**config.mk**
```make
export PLATFORM = sky130hd
export DESIGN_NAME = charger_overvoltage_fet_guard_core_flat
export DESIGN_NICKNAME = d
export VERILOG_FILES = /design/src/design/cofg_pkg.sv /design/src/design/cofg_in_if.sv /design/src/design/cofg_out_if.sv /design/src/design/charger_overvoltage_fet_guard_core.sv /design/src/design/cofg_cfg.sv /design/src/design/cofg_avg.sv /design/src/design/cofg_scale.sv /design/src/design/cofg_decide.sv /design/src/flat_wrapper.sv
export SDC_FILE = /design/constraint.sdc
export NUM_CORES = 2
export LEC_CHECK = 0
export BUFFER_PORTS_ARGS = -buffer_cell sky130_fd_sc_hd__buf_4
export CAP_MARGIN = 20
export CORE_MARGIN = 2
export CORE_UTILIZATION = 36
export CTS_CLUSTER_DIAMETER = 120
export DETAILED_ROUTE_END_ITERATION = 16
export SLEW_MARGIN = 20
export SYNTH_ARGS = -nofsm -noshare
export SYNTH_HDL_FRONTEND = slang
export SYNTH_SLANG_ARGS = --single-unit
```
**constraint.sdc**
```tcl
create_clock -name clk -period 7.8 [get_ports clk]
set_clock_uncertainty 0.05 [all_clocks]
set_input_delay 0.78 -clock clk [delete_from_list [all_inputs] [get_ports clk]]
set_output_delay 0.78 -clock clk [all_outputs]
set_load 0.02 [all_outputs]
```
**src/design/cofg_pkg.sv**
```systemverilog
// Shared types, widths and reset values for the charger overvoltage FET guard.
// No dependencies; every other design file imports this package.
`default_nettype none

package cofg_pkg;

    localparam int AVERAGE_COUNT_DEF = 10;

    localparam int SAMPLE_W  = 10;
    localparam int GAIN_W    = 22;
    localparam int OFFSET_W  = 12;
    localparam int MV_W      = 15;
    localparam int BAT_W     = 16;
    localparam int CUR_W     = 14;
    localparam int CONFIRM_W = 16;
    localparam int HOLD_W    = 17;

    localparam int Q_SHIFT       = 16;
    localparam int CURRENT_MUL   = 625;
    localparam int CURRENT_SHIFT = 6;

    localparam int REG_IDX_W  = 3;
    localparam int APB_ADDR_W = REG_IDX_W + 2;
    localparam int APB_DATA_W = 32;

    typedef enum logic [REG_IDX_W-1:0] {
        REG_SOURCE_GAIN,
        REG_SOURCE_OFFSET,
        REG_BATTERY_GAIN,
        REG_BATTERY_OFFSET,
        REG_OVERVOLTAGE,
        REG_CUTOFF,
        REG_CONFIRM,
        REG_HOLD
    } reg_idx_t;

    typedef struct packed {
        logic [GAIN_W-1:0]    source_gain;
        logic [OFFSET_W-1:0]  source_offset;
        logic [GAIN_W-1:0]    battery_gain;
        logic [OFFSET_W-1:0]  battery_offset;
        logic [MV_W-1:0]      overvoltage_mv;
        logic [MV_W-1:0]      cutoff_mv;
        logic [CONFIRM_W-1:0] confirm_count;
        logic [HOLD_W-1:0]    hold_count;
    } cfg_t;

    localparam cfg_t CFG_RESET = '{
        source_gain:    GAIN_W'(1619200),
        source_offset:  OFFSET_W'(134),
        battery_gain:   GAIN_W'(1699144),
        battery_offset: OFFSET_W'(-82),
        overvoltage_mv: MV_W'(15000),
        cutoff_mv:      MV_W'(13000),
        confirm_count:  CONFIRM_W'(15000),
        hold_count:     HOLD_W'(100000)
    };

    localparam logic [MV_W-1:0]         MIN_SEEN_RESET  = MV_W'(20000);
    localparam logic signed [BAT_W-1:0] OPEN_BATTERY_MV = BAT_W'(1000);

    // averaged ADC counts of one window
    typedef struct packed {
        logic [SAMPLE_W-1:0] source;
        logic [SAMPLE_W-1:0] battery;
        logic [SAMPLE_W-1:0] current;
        logic                blink;
    } avg_tok_t;

    // calibrated readings plus battery threshold flags
    typedef struct packed {
        logic [MV_W-1:0]         source_mv;
        logic signed [BAT_W-1:0] battery_mv;
        logic [CUR_W-1:0]        current_mv;
        logic                    blink;
        logic                    at_over;
        logic                    at_open;
        logic                    at_cutoff;
    } meas_t;

endpackage

`default_nettype wire

```
**src/design/cofg_in_if.sv**
```systemverilog
// Input channel: one ADC set per beat.
// Depends on cofg_pkg.
`default_nettype none

interface cofg_in_if;
    import cofg_pkg::*;

    logic                valid;
    logic                ready;
    logic [SAMPLE_W-1:0] source_sample;
    logic [SAMPLE_W-1:0] battery_sample;
    logic [SAMPLE_W-1:0] current_sample;
    logic                blink_level;

    modport source (
        output valid, source_sample, battery_sample, current_sample, blink_level,
        input  ready
    );

    modport sink (
        input  valid, source_sample, battery_sample, current_sample, blink_level,
        output ready
    );
endinterface

`default_nettype wire

```
**src/design/cofg_out_if.sv**
```systemverilog
// Result channel: one averaged, calibrated reading and FET/LED decision per beat.
// Depends on cofg_pkg.
`default_nettype none

interface cofg_out_if;
    import cofg_pkg::*;

    logic                    valid;
    logic                    ready;
    logic                    fet_on;
    logic                    led_on;
    logic [MV_W-1:0]         source_mv;
    logic signed [BAT_W-1:0] battery_mv;
    logic [CUR_W-1:0]        current_mv;
    logic [MV_W-1:0]         min_source_mv;
    logic [MV_W-1:0]         max_source_mv;
    logic                    overvoltage_active;

    modport source (
        output valid, fet_on, led_on, source_mv, battery_mv, current_mv,
               min_source_mv, max_source_mv, overvoltage_active,
        input  ready
    );

    modport sink (
        input  valid, fet_on, led_on, source_mv, battery_mv, current_mv,
               min_source_mv, max_source_mv, overvoltage_active,
        output ready
    );
endinterface

`default_nettype wire

```
**src/design/charger_overvoltage_fet_guard_core.sv**
```systemverilog
// Charger overvoltage FET guard, top level.
// Throughput: one ADC set per cycle, but the set that closes a window waits while
// the result path is stalled; one result beat per AVERAGE_COUNT sets. A window's
// result passes the window total, divider multiply, gain multiply, offset/saturate
// and decision registers. Reset (rst_n, async): registers to defaults, sums,
// counters, FET and LED cleared, minimum source tracker at 20000 mV, maximum at 0.
`default_nettype none

module charger_overvoltage_fet_guard_core #(
    parameter int AVERAGE_COUNT = cofg_pkg::AVERAGE_COUNT_DEF
) (
    input  logic                             clk,
    input  logic                             rst_n,
    cofg_in_if.sink                          in_ch,
    cofg_out_if.source                       out_ch,
    input  logic                             psel,
    input  logic                             penable,
    input  logic                             pwrite,
    input  logic [cofg_pkg::APB_ADDR_W-1:0]  paddr,
    input  logic [cofg_pkg::APB_DATA_W-1:0]  pwdata,
    output logic [cofg_pkg::APB_DATA_W-1:0]  prdata,
    output logic                             pready
);
    import cofg_pkg::*;

    cfg_t     cfg;
    avg_tok_t tok;
    logic     tok_valid;
    logic     tok_ready;
    meas_t    meas;
    logic     meas_valid;
    logic     meas_ready;

    cofg_cfg u_cfg (
        .clk     (clk),
        .rst_n   (rst_n),
        .psel    (psel),
        .penable (penable),
        .pwrite  (pwrite),
        .paddr   (paddr),
        .pwdata  (pwdata),
        .prdata  (prdata),
        .pready  (pready),
        .cfg     (cfg)
    );

    cofg_avg #(
        .AVERAGE_COUNT (AVERAGE_COUNT)
    ) u_avg (
        .clk       (clk),
        .rst_n     (rst_n),
        .in_ch     (in_ch),
        .tok_valid (tok_valid),
        .tok_ready (tok_ready),
        .tok       (tok)
    );

    cofg_scale u_scale (
        .clk        (clk),
        .rst_n      (rst_n),
        .cfg        (cfg),
        .tok_valid  (tok_valid),
        .tok_ready  (tok_ready),
        .tok        (tok),
        .meas_valid (meas_valid),
        .meas_ready (meas_ready),
        .meas       (meas)
    );

    cofg_decide u_decide (
        .clk        (clk),
        .rst_n      (rst_n),
        .cfg        (cfg),
        .meas_valid (meas_valid),
        .meas_ready (meas_ready),
        .meas       (meas),
        .out_ch     (out_ch)
    );

endmodule

`default_nettype wire

```
**src/design/cofg_cfg.sv**
```systemverilog
// APB-style configuration register file for gains, offsets and thresholds.
// Depends on cofg_pkg.
`default_nettype none

module cofg_cfg (
    input  logic                             clk,
    input  logic                             rst_n,
    input  logic                             psel,
    input  logic                             penable,
    input  logic                             pwrite,
    input  logic [cofg_pkg::APB_ADDR_W-1:0]  paddr,
    input  logic [cofg_pkg::APB_DATA_W-1:0]  pwdata,
    output logic [cofg_pkg::APB_DATA_W-1:0]  prdata,
    output logic                             pready,
    output cofg_pkg::cfg_t                   cfg
);
    import cofg_pkg::*;

    cfg_t     cfg_reg;
    cfg_t     cfg_next;
    reg_idx_t idx;
    logic     wr_en;

    assign idx    = reg_idx_t'(paddr[APB_ADDR_W-1:2]);
    assign wr_en  = psel && penable && pwrite;
    assign pready = 1'b1;
    assign cfg    = cfg_reg;

    always_comb
    begin
        cfg_next = cfg_reg;
        if (wr_en)
        begin
            unique case (idx)
                REG_SOURCE_GAIN:    cfg_next.source_gain    = pwdata[GAIN_W-1:0];
                REG_SOURCE_OFFSET:  cfg_next.source_offset  = pwdata[OFFSET_W-1:0];
                REG_BATTERY_GAIN:   cfg_next.battery_gain   = pwdata[GAIN_W-1:0];
                REG_BATTERY_OFFSET: cfg_next.battery_offset = pwdata[OFFSET_W-1:0];
                REG_OVERVOLTAGE:    cfg_next.overvoltage_mv = pwdata[MV_W-1:0];
                REG_CUTOFF:         cfg_next.cutoff_mv      = pwdata[MV_W-1:0];
                REG_CONFIRM:        cfg_next.confirm_count  = pwdata[CONFIRM_W-1:0];
                REG_HOLD:           cfg_next.hold_count     = pwdata[HOLD_W-1:0];
                default:            cfg_next = cfg_reg;
            endcase
        end
    end

    always_comb
    begin
        unique case (idx)
            REG_SOURCE_GAIN:    prdata = APB_DATA_W'(cfg_reg.source_gain);
            REG_SOURCE_OFFSET:  prdata = APB_DATA_W'(cfg_reg.source_offset);
            REG_BATTERY_GAIN:   prdata = APB_DATA_W'(cfg_reg.battery_gain);
            REG_BATTERY_OFFSET: prdata = APB_DATA_W'(cfg_reg.battery_offset);
            REG_OVERVOLTAGE:    prdata = APB_DATA_W'(cfg_reg.overvoltage_mv);
            REG_CUTOFF:         prdata = APB_DATA_W'(cfg_reg.cutoff_mv);
            REG_CONFIRM:        prdata = APB_DATA_W'(cfg_reg.confirm_count);
            REG_HOLD:           prdata = APB_DATA_W'(cfg_reg.hold_count);
            default:            prdata = '0;
        endcase
    end

    always_ff @(posedge clk or negedge rst_n)
    begin
        if (!rst_n)
        begin
            cfg_reg <= CFG_RESET;
        end
        else
        begin
            cfg_reg <= cfg_next;
        end
    end

endmodule

`default_nettype wire

```
**src/design/cofg_avg.sv**
```systemverilog
// Window accumulator and constant divider: sums AVERAGE_COUNT ADC sets, then
// forms truncated averages by reciprocal multiply. Depends on cofg_pkg, cofg_in_if.
`default_nettype none

module cofg_avg #(
    parameter int AVERAGE_COUNT = cofg_pkg::AVERAGE_COUNT_DEF
) (
    input  logic                clk,
    input  logic                rst_n,
    cofg_in_if.sink             in_ch,
    output logic                tok_valid,
    input  logic                tok_ready,
    output cofg_pkg::avg_tok_t  tok
);
    import cofg_pkg::*;

    localparam int LOG_N     = $clog2(AVERAGE_COUNT);
    localparam int SUM_W     = SAMPLE_W + LOG_N;
    localparam int CNT_W     = (AVERAGE_COUNT > 1) ? LOG_N : 1;
    localparam int DIV_SHIFT = SUM_W + LOG_N;
    localparam int MUL_W     = DIV_SHIFT + 1;
    localparam int PROD_W    = SUM_W + MUL_W;
    localparam logic [CNT_W-1:0] LAST_CNT = CNT_W'(AVERAGE_COUNT - 1);
    // ceil(2^DIV_SHIFT / N): exact floor division for every sum below 2^SUM_W
    localparam logic [MUL_W-1:0] DIV_MUL =
        MUL_W'(((64'd1 << DIV_SHIFT) + 64'(AVERAGE_COUNT) - 64'd1) / 64'(AVERAGE_COUNT));

    logic [CNT_W-1:0]    cnt_reg;
    logic [SUM_W-1:0]    sum_reg  [3];
    logic [SUM_W-1:0]    tot_reg  [3];
    logic                blink_reg;
    logic                win_valid_reg;
    logic                tok_valid_reg;
    avg_tok_t            tok_reg;

    logic [SAMPLE_W-1:0] samp     [3];
    logic [SUM_W-1:0]    add      [3];
    logic [PROD_W-1:0]   prod     [3];
    logic                win_rdy;
    logic                tok_rdy;
    logic                acc;
    logic                close;

    assign samp[0] = in_ch.source_sample;
    assign samp[1] = in_ch.battery_sample;
    assign samp[2] = in_ch.current_sample;

    assign tok_rdy     = !tok_valid_reg || tok_ready;
    assign win_rdy     = !win_valid_reg || tok_rdy;
    assign in_ch.ready = (cnt_reg != LAST_CNT) || win_rdy;
    assign acc         = in_ch.valid && in_ch.ready;
    assign close       = acc && (cnt_reg == LAST_CNT);

    always_comb
    begin
        for (int i = 0; i < 3; i++)
        begin
            add[i]  = sum_reg[i] + SUM_W'(samp[i]);
            prod[i] = PROD_W'(tot_reg[i]) * PROD_W'(DIV_MUL);
        end
    end

    always_ff @(posedge clk or negedge rst_n)
    begin
        if (!rst_n)
        begin
            cnt_reg       <= '0;
            win_valid_reg <= 1'b0;
            tok_valid_reg <= 1'b0;
            for (int i = 0; i < 3; i++)
            begin
                sum_reg[i] <= '0;
            end
        end
        else
        begin
            if (acc)
            begin
                cnt_reg <= close ? '0 : CNT_W'(cnt_reg + 1'b1);
                for (int i = 0; i < 3; i++)
                begin
                    sum_reg[i] <= close ? '0 : add[i];
                end
            end
            if (win_rdy)
            begin
                win_valid_reg <= close;
            end
            if (tok_rdy)
            begin
                tok_valid_reg <= win_valid_reg;
            end
        end
    end

    always_ff @(posedge clk)
    begin
        if (close)
        begin
            for (int i = 0; i < 3; i++)
            begin
                tot_reg[i] <= add[i];
            end
            blink_reg <= in_ch.blink_level;
        end
        if (tok_rdy && win_valid_reg)
        begin
            tok_reg.source  <= prod[0][DIV_SHIFT +: SAMPLE_W];
            tok_reg.battery <= prod[1][DIV_SHIFT +: SAMPLE_W];
            tok_reg.current <= prod[2][DIV_SHIFT +: SAMPLE_W];
            tok_reg.blink   <= blink_reg;
        end
    end

    assign tok_valid = tok_valid_reg;
    assign tok       = tok_reg;

endmodule

`default_nettype wire

```
**src/design/cofg_scale.sv**
```systemverilog
// Calibration pipeline: Q16 gain multiply, current scaling, offset add, saturation
// and battery threshold compares. Depends on cofg_pkg.
`default_nettype none

module cofg_scale (
    input  logic                clk,
    input  logic                rst_n,
    input  cofg_pkg::cfg_t      cfg,
    input  logic                tok_valid,
    output logic                tok_ready,
    input  cofg_pkg::avg_tok_t  tok,
    output logic                meas_valid,
    input  logic                meas_ready,
    output cofg_pkg::meas_t     meas
);
    import cofg_pkg::*;

    localparam int GPROD_W = SAMPLE_W + GAIN_W;
    localparam int CPROD_W = SAMPLE_W + 10;
    localparam int QV_W    = GPROD_W - Q_SHIFT;
    localparam int SUMV_W  = QV_W + 2;

    localparam logic signed [SUMV_W-1:0] SRC_MAX = SUMV_W'(32767);
    localparam logic signed [SUMV_W-1:0] BAT_MAX = SUMV_W'(32767);
    localparam logic signed [SUMV_W-1:0] BAT_MIN = SUMV_W'(-2048);

    logic                     prod_valid_reg;
    logic [QV_W-1:0]          src_q_reg;
    logic [QV_W-1:0]          bat_q_reg;
    logic [CUR_W-1:0]         cur_reg;
    logic                     blink_reg;
    logic                     meas_valid_reg;
    meas_t                    meas_reg;

    logic [GPROD_W-1:0]       src_prod;
    logic [GPROD_W-1:0]       bat_prod;
    logic [CPROD_W-1:0]       cur_prod;
    logic signed [SUMV_W-1:0] src_sum;
    logic signed [SUMV_W-1:0] bat_sum;
    logic [MV_W-1:0]          src_sat;
    logic signed [BAT_W-1:0]  bat_sat;
    logic                     prod_rdy;
    logic                     meas_rdy;

    assign meas_rdy  = !meas_valid_reg || meas_ready;
    assign prod_rdy  = !prod_valid_reg || meas_rdy;
    assign tok_ready = prod_rdy;

    assign src_prod = GPROD_W'(tok.source) * GPROD_W'(cfg.source_gain);
    assign bat_prod = GPROD_W'(tok.battery) * GPROD_W'(cfg.battery_gain);
    assign cur_prod = CPROD_W'(tok.current) * CPROD_W'(CURRENT_MUL);

    assign src_sum = $signed({1'b0, src_q_reg})
                   + SUMV_W'($signed(cfg.source_offset));
    assign bat_sum = $signed({1'b0, bat_q_reg})
                   + SUMV_W'($signed(cfg.battery_offset));

    always_comb
    begin
        if (src_sum < 0)
            src_sat = '0;
        else if (src_sum > SRC_MAX)
            src_sat = MV_W'(SRC_MAX);
        else
            src_sat = src_sum[MV_W-1:0];

        if (bat_sum < BAT_MIN)
            bat_sat = BAT_W'(BAT_MIN);
        else if (bat_sum > BAT_MAX)
            bat_sat = BAT_W'(BAT_MAX);
        else
            bat_sat = bat_sum[BAT_W-1:0];
    end

    always_ff @(posedge clk or negedge rst_n)
    begin
        if (!rst_n)
        begin
            prod_valid_reg <= 1'b0;
            meas_valid_reg <= 1'b0;
        end
        else
        begin
            if (prod_rdy)
            begin
                prod_valid_reg <= tok_valid;
            end
            if (meas_rdy)
            begin
                meas_valid_reg <= prod_valid_reg;
            end
        end
    end

    always_ff @(posedge clk)
    begin
        if (prod_rdy && tok_valid)
        begin
            src_q_reg <= src_prod[GPROD_W-1:Q_SHIFT];
            bat_q_reg <= bat_prod[GPROD_W-1:Q_SHIFT];
            cur_reg   <= cur_prod[CURRENT_SHIFT +: CUR_W];
            blink_reg <= tok.blink;
        end
        if (meas_rdy && prod_valid_reg)
        begin
            meas_reg.source_mv  <= src_sat;
            meas_reg.battery_mv <= bat_sat;
            meas_reg.current_mv <= cur_reg;
            meas_reg.blink      <= blink_reg;
            meas_reg.at_over    <= bat_sat >= $signed({1'b0, cfg.overvoltage_mv});
            meas_reg.at_open    <= bat_sat <= OPEN_BATTERY_MV;
            meas_reg.at_cutoff  <= bat_sat >= $signed({1'b0, cfg.cutoff_mv});
        end
    end

    assign meas_valid = meas_valid_reg;
    assign meas       = meas_reg;

endmodule

`default_nettype wire

```
**src/design/cofg_decide.sv**
```systemverilog
// FET/LED decision, overvoltage confirm and hold counters, source min/max
// tracking and the result register. Depends on cofg_pkg, cofg_out_if.
`default_nettype none

module cofg_decide (
    input  logic             clk,
    input  logic             rst_n,
    input  cofg_pkg::cfg_t   cfg,
    input  logic             meas_valid,
    output logic             meas_ready,
    input  cofg_pkg::meas_t  meas,
    cofg_out_if.source       out_ch
);
    import cofg_pkg::*;

    logic                    out_valid_reg;
    logic [CONFIRM_W-1:0]    over_cnt_reg;
    logic [HOLD_W-1:0]       hold_reg;
    logic                    fet_reg;
    logic                    led_reg;
    logic [MV_W-1:0]         min_reg;
    logic [MV_W-1:0]         max_reg;
    logic [MV_W-1:0]         src_reg;
    logic signed [BAT_W-1:0] bat_reg;
    logic [CUR_W-1:0]        cur_reg;
    logic                    active_reg;

    logic [CONFIRM_W-1:0]    over_cnt_next;
    logic [HOLD_W-1:0]       hold_next;
    logic                    fet_next;
    logic                    led_next;
    logic                    active_next;
    logic [MV_W-1:0]         min_next;
    logic [MV_W-1:0]         max_next;
    logic [CONFIRM_W:0]      cnt_inc;
    logic                    rdy;
    logic                    adv;

    assign rdy        = !out_valid_reg || out_ch.ready;
    assign adv        = meas_valid && rdy;
    assign meas_ready = rdy;
    assign cnt_inc    = {1'b0, over_cnt_reg} + (CONFIRM_W + 1)'(1);

    always_comb
    begin
        over_cnt_next = over_cnt_reg;
        hold_next     = hold_reg;
        fet_next      = fet_reg;
        led_next      = led_reg;
        active_next   = 1'b0;
        if (meas.at_over)
        begin
            if (cnt_inc >= {1'b0, cfg.confirm_count})
            begin
                over_cnt_next = cfg.confirm_count;
                hold_next     = cfg.hold_count;
                fet_next      = 1'b0;
                led_next      = meas.blink;
                active_next   = 1'b1;
            end
            else
            begin
                over_cnt_next = cnt_inc[CONFIRM_W-1:0];
            end
        end
        else
        begin
            over_cnt_next = '0;
            if (hold_reg != '0)
            begin
                hold_next   = HOLD_W'(hold_reg - 1'b1);
                led_next    = meas.blink;
                active_next = 1'b1;
            end
            else if (meas.at_open || meas.at_cutoff)
            begin
                fet_next = 1'b0;
                led_next = 1'b0;
            end
            else
            begin
                fet_next = 1'b1;
                led_next = 1'b1;
            end
        end
        min_next = (meas.source_mv <= min_reg) ? meas.source_mv : min_reg;
        max_next = (meas.source_mv >= max_reg) ? meas.source_mv : max_reg;
    end

    always_ff @(posedge clk or negedge rst_n)
    begin
        if (!rst_n)
        begin
            out_valid_reg <= 1'b0;
            over_cnt_reg  <= '0;
            hold_reg      <= '0;
            fet_reg       <= 1'b0;
            led_reg       <= 1'b0;
            min_reg       <= MIN_SEEN_RESET;
            max_reg       <= '0;
        end
        else
        begin
            if (rdy)
            begin
                out_valid_reg <= meas_valid;
            end
            if (adv)
            begin
                over_cnt_reg <= over_cnt_next;
                hold_reg     <= hold_next;
                fet_reg      <= fet_next;
                led_reg      <= led_next;
                min_reg      <= min_next;
                max_reg      <= max_next;
            end
        end
    end

    always_ff @(posedge clk)
    begin
        if (adv)
        begin
            src_reg    <= meas.source_mv;
            bat_reg    <= meas.battery_mv;
            cur_reg    <= meas.current_mv;
            active_reg <= active_next;
        end
    end

    assign out_ch.valid              = out_valid_reg;
    assign out_ch.fet_on             = fet_reg;
    assign out_ch.led_on             = led_reg;
    assign out_ch.source_mv          = src_reg;
    assign out_ch.battery_mv         = bat_reg;
    assign out_ch.current_mv         = cur_reg;
    assign out_ch.min_source_mv      = min_reg;
    assign out_ch.max_source_mv      = max_reg;
    assign out_ch.overvoltage_active = active_reg;

endmodule

`default_nettype wire
```
**src/flat_wrapper.sv**
```systemverilog
// flat-port wrapper written by rule: the top's interface ports become plain ports
module charger_overvoltage_fet_guard_core_flat import cofg_pkg::*;
#(
    parameter int AVERAGE_COUNT = cofg_pkg::AVERAGE_COUNT_DEF
)
  (clk, rst_n, psel, penable, pwrite, paddr, pwdata, prdata, pready, in_ch_valid, in_ch_source_sample, in_ch_battery_sample, in_ch_current_sample, in_ch_blink_level, in_ch_ready, out_ch_valid, out_ch_fet_on, out_ch_led_on, out_ch_source_mv, out_ch_battery_mv, out_ch_current_mv, out_ch_min_source_mv, out_ch_max_source_mv, out_ch_overvoltage_active, out_ch_ready);
  cofg_in_if in_ch_i ();
  cofg_out_if out_ch_i ();
  input  logic clk;
  input  logic rst_n;
  input  logic psel;
  input  logic penable;
  input  logic pwrite;
  input  logic [cofg_pkg::APB_ADDR_W-1:0] paddr;
  input  logic [cofg_pkg::APB_DATA_W-1:0] pwdata;
  output logic [cofg_pkg::APB_DATA_W-1:0] prdata;
  output logic pready;
  input wire logic [$bits(in_ch_i.valid)-1:0] in_ch_valid;
  input wire logic [$bits(in_ch_i.source_sample)-1:0] in_ch_source_sample;
  input wire logic [$bits(in_ch_i.battery_sample)-1:0] in_ch_battery_sample;
  input wire logic [$bits(in_ch_i.current_sample)-1:0] in_ch_current_sample;
  input wire logic [$bits(in_ch_i.blink_level)-1:0] in_ch_blink_level;
  output wire logic [$bits(in_ch_i.ready)-1:0] in_ch_ready;
  output wire logic [$bits(out_ch_i.valid)-1:0] out_ch_valid;
  output wire logic [$bits(out_ch_i.fet_on)-1:0] out_ch_fet_on;
  output wire logic [$bits(out_ch_i.led_on)-1:0] out_ch_led_on;
  output wire logic [$bits(out_ch_i.source_mv)-1:0] out_ch_source_mv;
  output wire logic [$bits(out_ch_i.battery_mv)-1:0] out_ch_battery_mv;
  output wire logic [$bits(out_ch_i.current_mv)-1:0] out_ch_current_mv;
  output wire logic [$bits(out_ch_i.min_source_mv)-1:0] out_ch_min_source_mv;
  output wire logic [$bits(out_ch_i.max_source_mv)-1:0] out_ch_max_source_mv;
  output wire logic [$bits(out_ch_i.overvoltage_active)-1:0] out_ch_overvoltage_active;
  input wire logic [$bits(out_ch_i.ready)-1:0] out_ch_ready;
  assign in_ch_i.valid = in_ch_valid;
  assign in_ch_i.source_sample = in_ch_source_sample;
  assign in_ch_i.battery_sample = in_ch_battery_sample;
  assign in_ch_i.current_sample = in_ch_current_sample;
  assign in_ch_i.blink_level = in_ch_blink_level;
  assign in_ch_ready = in_ch_i.ready;
  assign out_ch_valid = out_ch_i.valid;
  assign out_ch_fet_on = out_ch_i.fet_on;
  assign out_ch_led_on = out_ch_i.led_on;
  assign out_ch_source_mv = out_ch_i.source_mv;
  assign out_ch_battery_mv = out_ch_i.battery_mv;
  assign out_ch_current_mv = out_ch_i.current_mv;
  assign out_ch_min_source_mv = out_ch_i.min_source_mv;
  assign out_ch_max_source_mv = out_ch_i.max_source_mv;
  assign out_ch_overvoltage_active = out_ch_i.overvoltage_active;
  assign out_ch_i.ready = out_ch_ready;
  charger_overvoltage_fet_guard_core #(.AVERAGE_COUNT(AVERAGE_COUNT)) u_core (.clk(clk), .rst_n(rst_n), .in_ch(in_ch_i), .out_ch(out_ch_i), .psel(psel), .penable(penable), .pwrite(pwrite), .paddr(paddr), .pwdata(pwdata), .prdata(prdata), .pready(pready));
endmodule
```
==> flow_metrics.env <==
export IMPL_outcome="complete, no violations"
export IMPL_start_util=0.363
export IMPL_final_antenna_net_count=0
export IMPL_syn_mean_instance_area_sq_um=10.5
export IMPL_final_min_period_over_clock_period=0.850
export IMPL_end_kind="flop"
export IMPL_path_common_cell="sky130_fd_sc_hd__fa_1"
export IMPL_place_inst=6095
export IMPL_post_route_cell_area_sq_um=51300
export IMPL_finalCriticalPeriod_ns=6.63
export IMPL_groute_usage_overall=0.172
export IMPL_drc=0
export IMPL_die_h_microns=362
export IMPL_synth_register_bits=463
export IMPL_met3_usage_in_global_routing=0.0206
export IMPL_areaGrowthSynthToFinish_pct=10.8
export IMPL_worstPathBufferInverterCount=3
export IMPL_floorplan_io_pins=188
export IMPL_io_buffers=164
export IMPL_critPathMaxFanout=17
export IMPL_vias=31100
export IMPL_cts_sink_count=463
export IMPL_setup_violations_final=0
export IMPL_fp_row_count=131
export IMPL_post_layout_nonfiller_instances=6204
export IMPL_crit_type="flop to flop"
export IMPL_grt_met1_usage=0.237
export IMPL_leakage_nw=24.4
export IMPL_crit_required_ns=8.14
export IMPL_synth_cell_types=89
export IMPL_design_die_area_sq_um=131000
export IMPL_cts_clk_slew_worst_paths_ns=0.07
export IMPL_number_of_maximum_capacitance_violations=0
export IMPL_numCtsBuffers=57
export IMPL_grt_first_pass_wirelength_mm=179
export IMPL_detail_route_wl_per_cell_microns=18.0
export IMPL_routability_congestion_estimate=0.867
export IMPL_most_used_cells_in_the_layout_excluding_fill_and_tap_cells="sky130_fd_sc_hd__inv_1 (705), sky130_fd_sc_hd__ha_1 (615), sky130_fd_sc_hd__fa_1 (516)"
export IMPL_layout_commonest_cell="sky130_fd_sc_hd__inv_1"
export IMPL_tightest_slew_ns=1.06
export IMPL_irDropWorstVdd_mv=0.333
export IMPL_antenna_diode_count=0
export IMPL_ctsHtreeMaxLevel=2
export IMPL_number_of_global_route_vias_before_repair=32400
export IMPL_max_ffs_per_register=131
export IMPL_cts_root_to_sink_buffers=3
export IMPL_synthesis_yosys_warnings=0
export IMPL_synth_edff_count=216
export IMPL_floorplan_die_width_microns=362
export IMPL_unrepaired_setup_endpoints_after_global_routing="false"
export IMPL_grt_busiest_layer="met2"
export IMPL_critical_path_max_stage_delay_ns=0.82
export IMPL_design_core_area_sq_um=128000
export IMPL_grt_use_met2=0.287
export IMPL_post_synth_instance_area_sq_um=46300
export IMPL_max_freq_mhz=151
export IMPL_cts_tree="done"
export IMPL_max_slew_margin=0.294
export IMPL_vias_per_cell=5.01
export IMPL_worstPathArrival_ns=6.96
export IMPL_worstPathCellList="nand2_1, fa_1, inv_1, fa_1, inv_1, fa_1, inv_1, fa_1, fa_1, ha_1, nand4_1, o21bai_1, o211ai_1, a2111oi_1, o211ai_1, a211oi_1, o31a_1, mux2i_1, nand2_1"
export IMPL_fin_setup_tns_ns=0
export IMPL_gr_total_overflow=0
export IMPL_synthesis_instances=4391
export IMPL_drtPass1Iterations=5
export IMPL_slowest_stage="sky130_fd_sc_hd__edfxtp_1"
export IMPL_layout_cell_share_with_drive_strength_beyond_1=0.120
export IMPL_synth_seq_area_share=0.276
export IMPL_clock_latency_ns=0.70
export IMPL_finalHoldWorstSlack_ns=0.245
export IMPL_finalWirelength_mm=111
export IMPL_crit_path_start_kind="flop"
export IMPL_synth_async_sr_flop_share=0.533
export IMPL_hold_class="input pin to flop"
export IMPL_timing_hold_violations_final=0
export IMPL_clk_root_buffer_cell="sky130_fd_sc_hd__clkbuf_16"
export IMPL_final_max_slew_viol_count=0
export IMPL_synthFlopType="sky130_fd_sc_hd__edfxtp_1"
export IMPL_worst_path_dominant_cell_family="adder cells"
export IMPL_place_hpwl_mm=87.2
export IMPL_drt_iter0_drc=1724
export IMPL_worst_r2r_setup_slack_ns=1.17
export IMPL_grt_antenna_before_repair=2
export IMPL_power_density_nw_per_um2=428
export IMPL_nets=5699
export IMPL_placed_cell_area_sq_um=49200
export IMPL_maximum_number_of_pins_on_one_net_before_global_route_repair=143
through the flow:
| step | worst slack, ns | utilization | power (W) |
|---|---|---|---|
| 3_3_place_gp | 1.32 | 0.386 | 0.0189 |
| 6_report | 1.17 | 0.402 | 0.0219 |
| 2_1_floorplan | 1.93 | - | 0.0154 |
| 3_5_place_dp | 1.30 | 0.386 | 0.0192 |
| 5_1_grt | 0.771 | 0.402 | 0.0245 |
| 4_1_cts | 1.21 | 0.402 | 0.0222 |
Yosys cell counts, types with 21 or more instances:
library cell,number,area share
sky130_fd_sc_hd__a22o_1,33,0.0062
sky130_fd_sc_hd__nor3_1,47,0.0051
sky130_fd_sc_hd__nand2_1,414,0.034
sky130_fd_sc_hd__a21o_1,91,0.015
sky130_fd_sc_hd__inv_1,705,0.057
sky130_fd_sc_hd__mux2i_1,27,0.0058
sky130_fd_sc_hd__and3_1,24,0.0032
sky130_fd_sc_hd__dfstp_2,61,0.035
sky130_fd_sc_hd__a211oi_1,26,0.0042
sky130_fd_sc_hd__fa_1,516,0.22
sky130_fd_sc_hd__o21ai_0,164,0.018
sky130_fd_sc_hd__xor2_1,51,0.0097
sky130_fd_sc_hd__xnor2_1,92,0.017
sky130_fd_sc_hd__nor2b_1,22,0.0030
sky130_fd_sc_hd__ha_1,615,0.17
sky130_fd_sc_hd__edfxtp_1,216,0.14
sky130_fd_sc_hd__o22ai_1,21,0.0028
sky130_fd_sc_hd__dfrtp_1,186,0.10
sky130_fd_sc_hd__and2_1,190,0.026
sky130_fd_sc_hd__nor2_1,145,0.012
sky130_fd_sc_hd__a21oi_1,134,0.014
sky130_fd_sc_hd__nand3_1,41,0.0044
sky130_fd_sc_hd__mux2_2,119,0.029
sky130_fd_sc_hd__o21a_1,26,0.0042
sky130_fd_sc_hd__clkbuf_1,131,0.011
power breakdown:
| group | switching, W | internal (W) |
|---|---|---|
| Clock | 0.00120 | 0.00166 |
| Sequential | 0.000687 | 0.00371 |
| Combinational | 0.00820 | 0.00648 |
| Total | 0.0101 | 0.0119 |
kinds of logic (layout without fill, tap and decap cells):
family,Yosys count,in the layout,share of synthesized area
other,2,11,0.000162
muxes,159,159,0.0411
buffers and inverters,866,1008,0.0720
adders and majority gates,1131,1131,0.390
xor gates and xnor gates,144,144,0.0274
and+or+nand+nor,988,988,0.103
DFF,463,463,0.276
AOI/OAI and AO/OA,638,638,0.0913
routing by layer:
layer | part of all wire | vias up | routed length, microns
li1 | - | 14800 | -
met2 | 0.47 | 633 | 52600
met3 | 0.044 | 144 | 4900
met5 | 0.000072 | - | 8
met1 | 0.46 | 15600 | 51100
met4 | 0.025 | 2 | 2760
path summary, 6_finish.rpt:
check | startpoint | endpoint | depth (start not counted)
worst min register to register | u_core.u_scale.cur_reg[1]$_DFFE_PP_ | u_core.u_scale.meas[5]$_DFFE_PP_ | 0
max in group asynchronous | rst_n | u_core.u_decide.out_ch.max_source_mv[4]$_DFFE_PN0P_ | 3
worst min-delay path | in_ch_blink_level | u_core.u_avg.blink_reg$_DFFE_PP_ | 1
worst max-delay path | u_core.u_avg.tok[24]$_DFFE_PP_ | u_core.u_scale.src_q_reg[14]$_DFFE_PP_ | 19
worst max register to register | u_core.u_avg.tok[24]$_DFFE_PP_ | u_core.u_scale.src_q_reg[14]$_DFFE_PP_ | 19
min in group asynchronous | rst_n | u_core.u_avg.sum_reg[28]$_DFFE_PN0P_ | 2
cell type report:
type | count | area (sq um)
Clock inverter | 44 | 558
Timing Repair Buffer | 193 | 1470
Fill cell | 12400 | 76300
Clock buffer | 64 | 1480
Sequential cell | 463 | 12700
Inverter | 707 | 2660
Multi-Input combinational cell | 3071 | 30300
Tap cell | 1662 | 2080
timing repair:
item,4_1_cts,5_1_grt
resized for setup,0,0
setup buffers,0,0
endpoints found under the hold margin,8,0
hold buffers,1,0
Note: power is estimated with default switching activity, not from simulation.
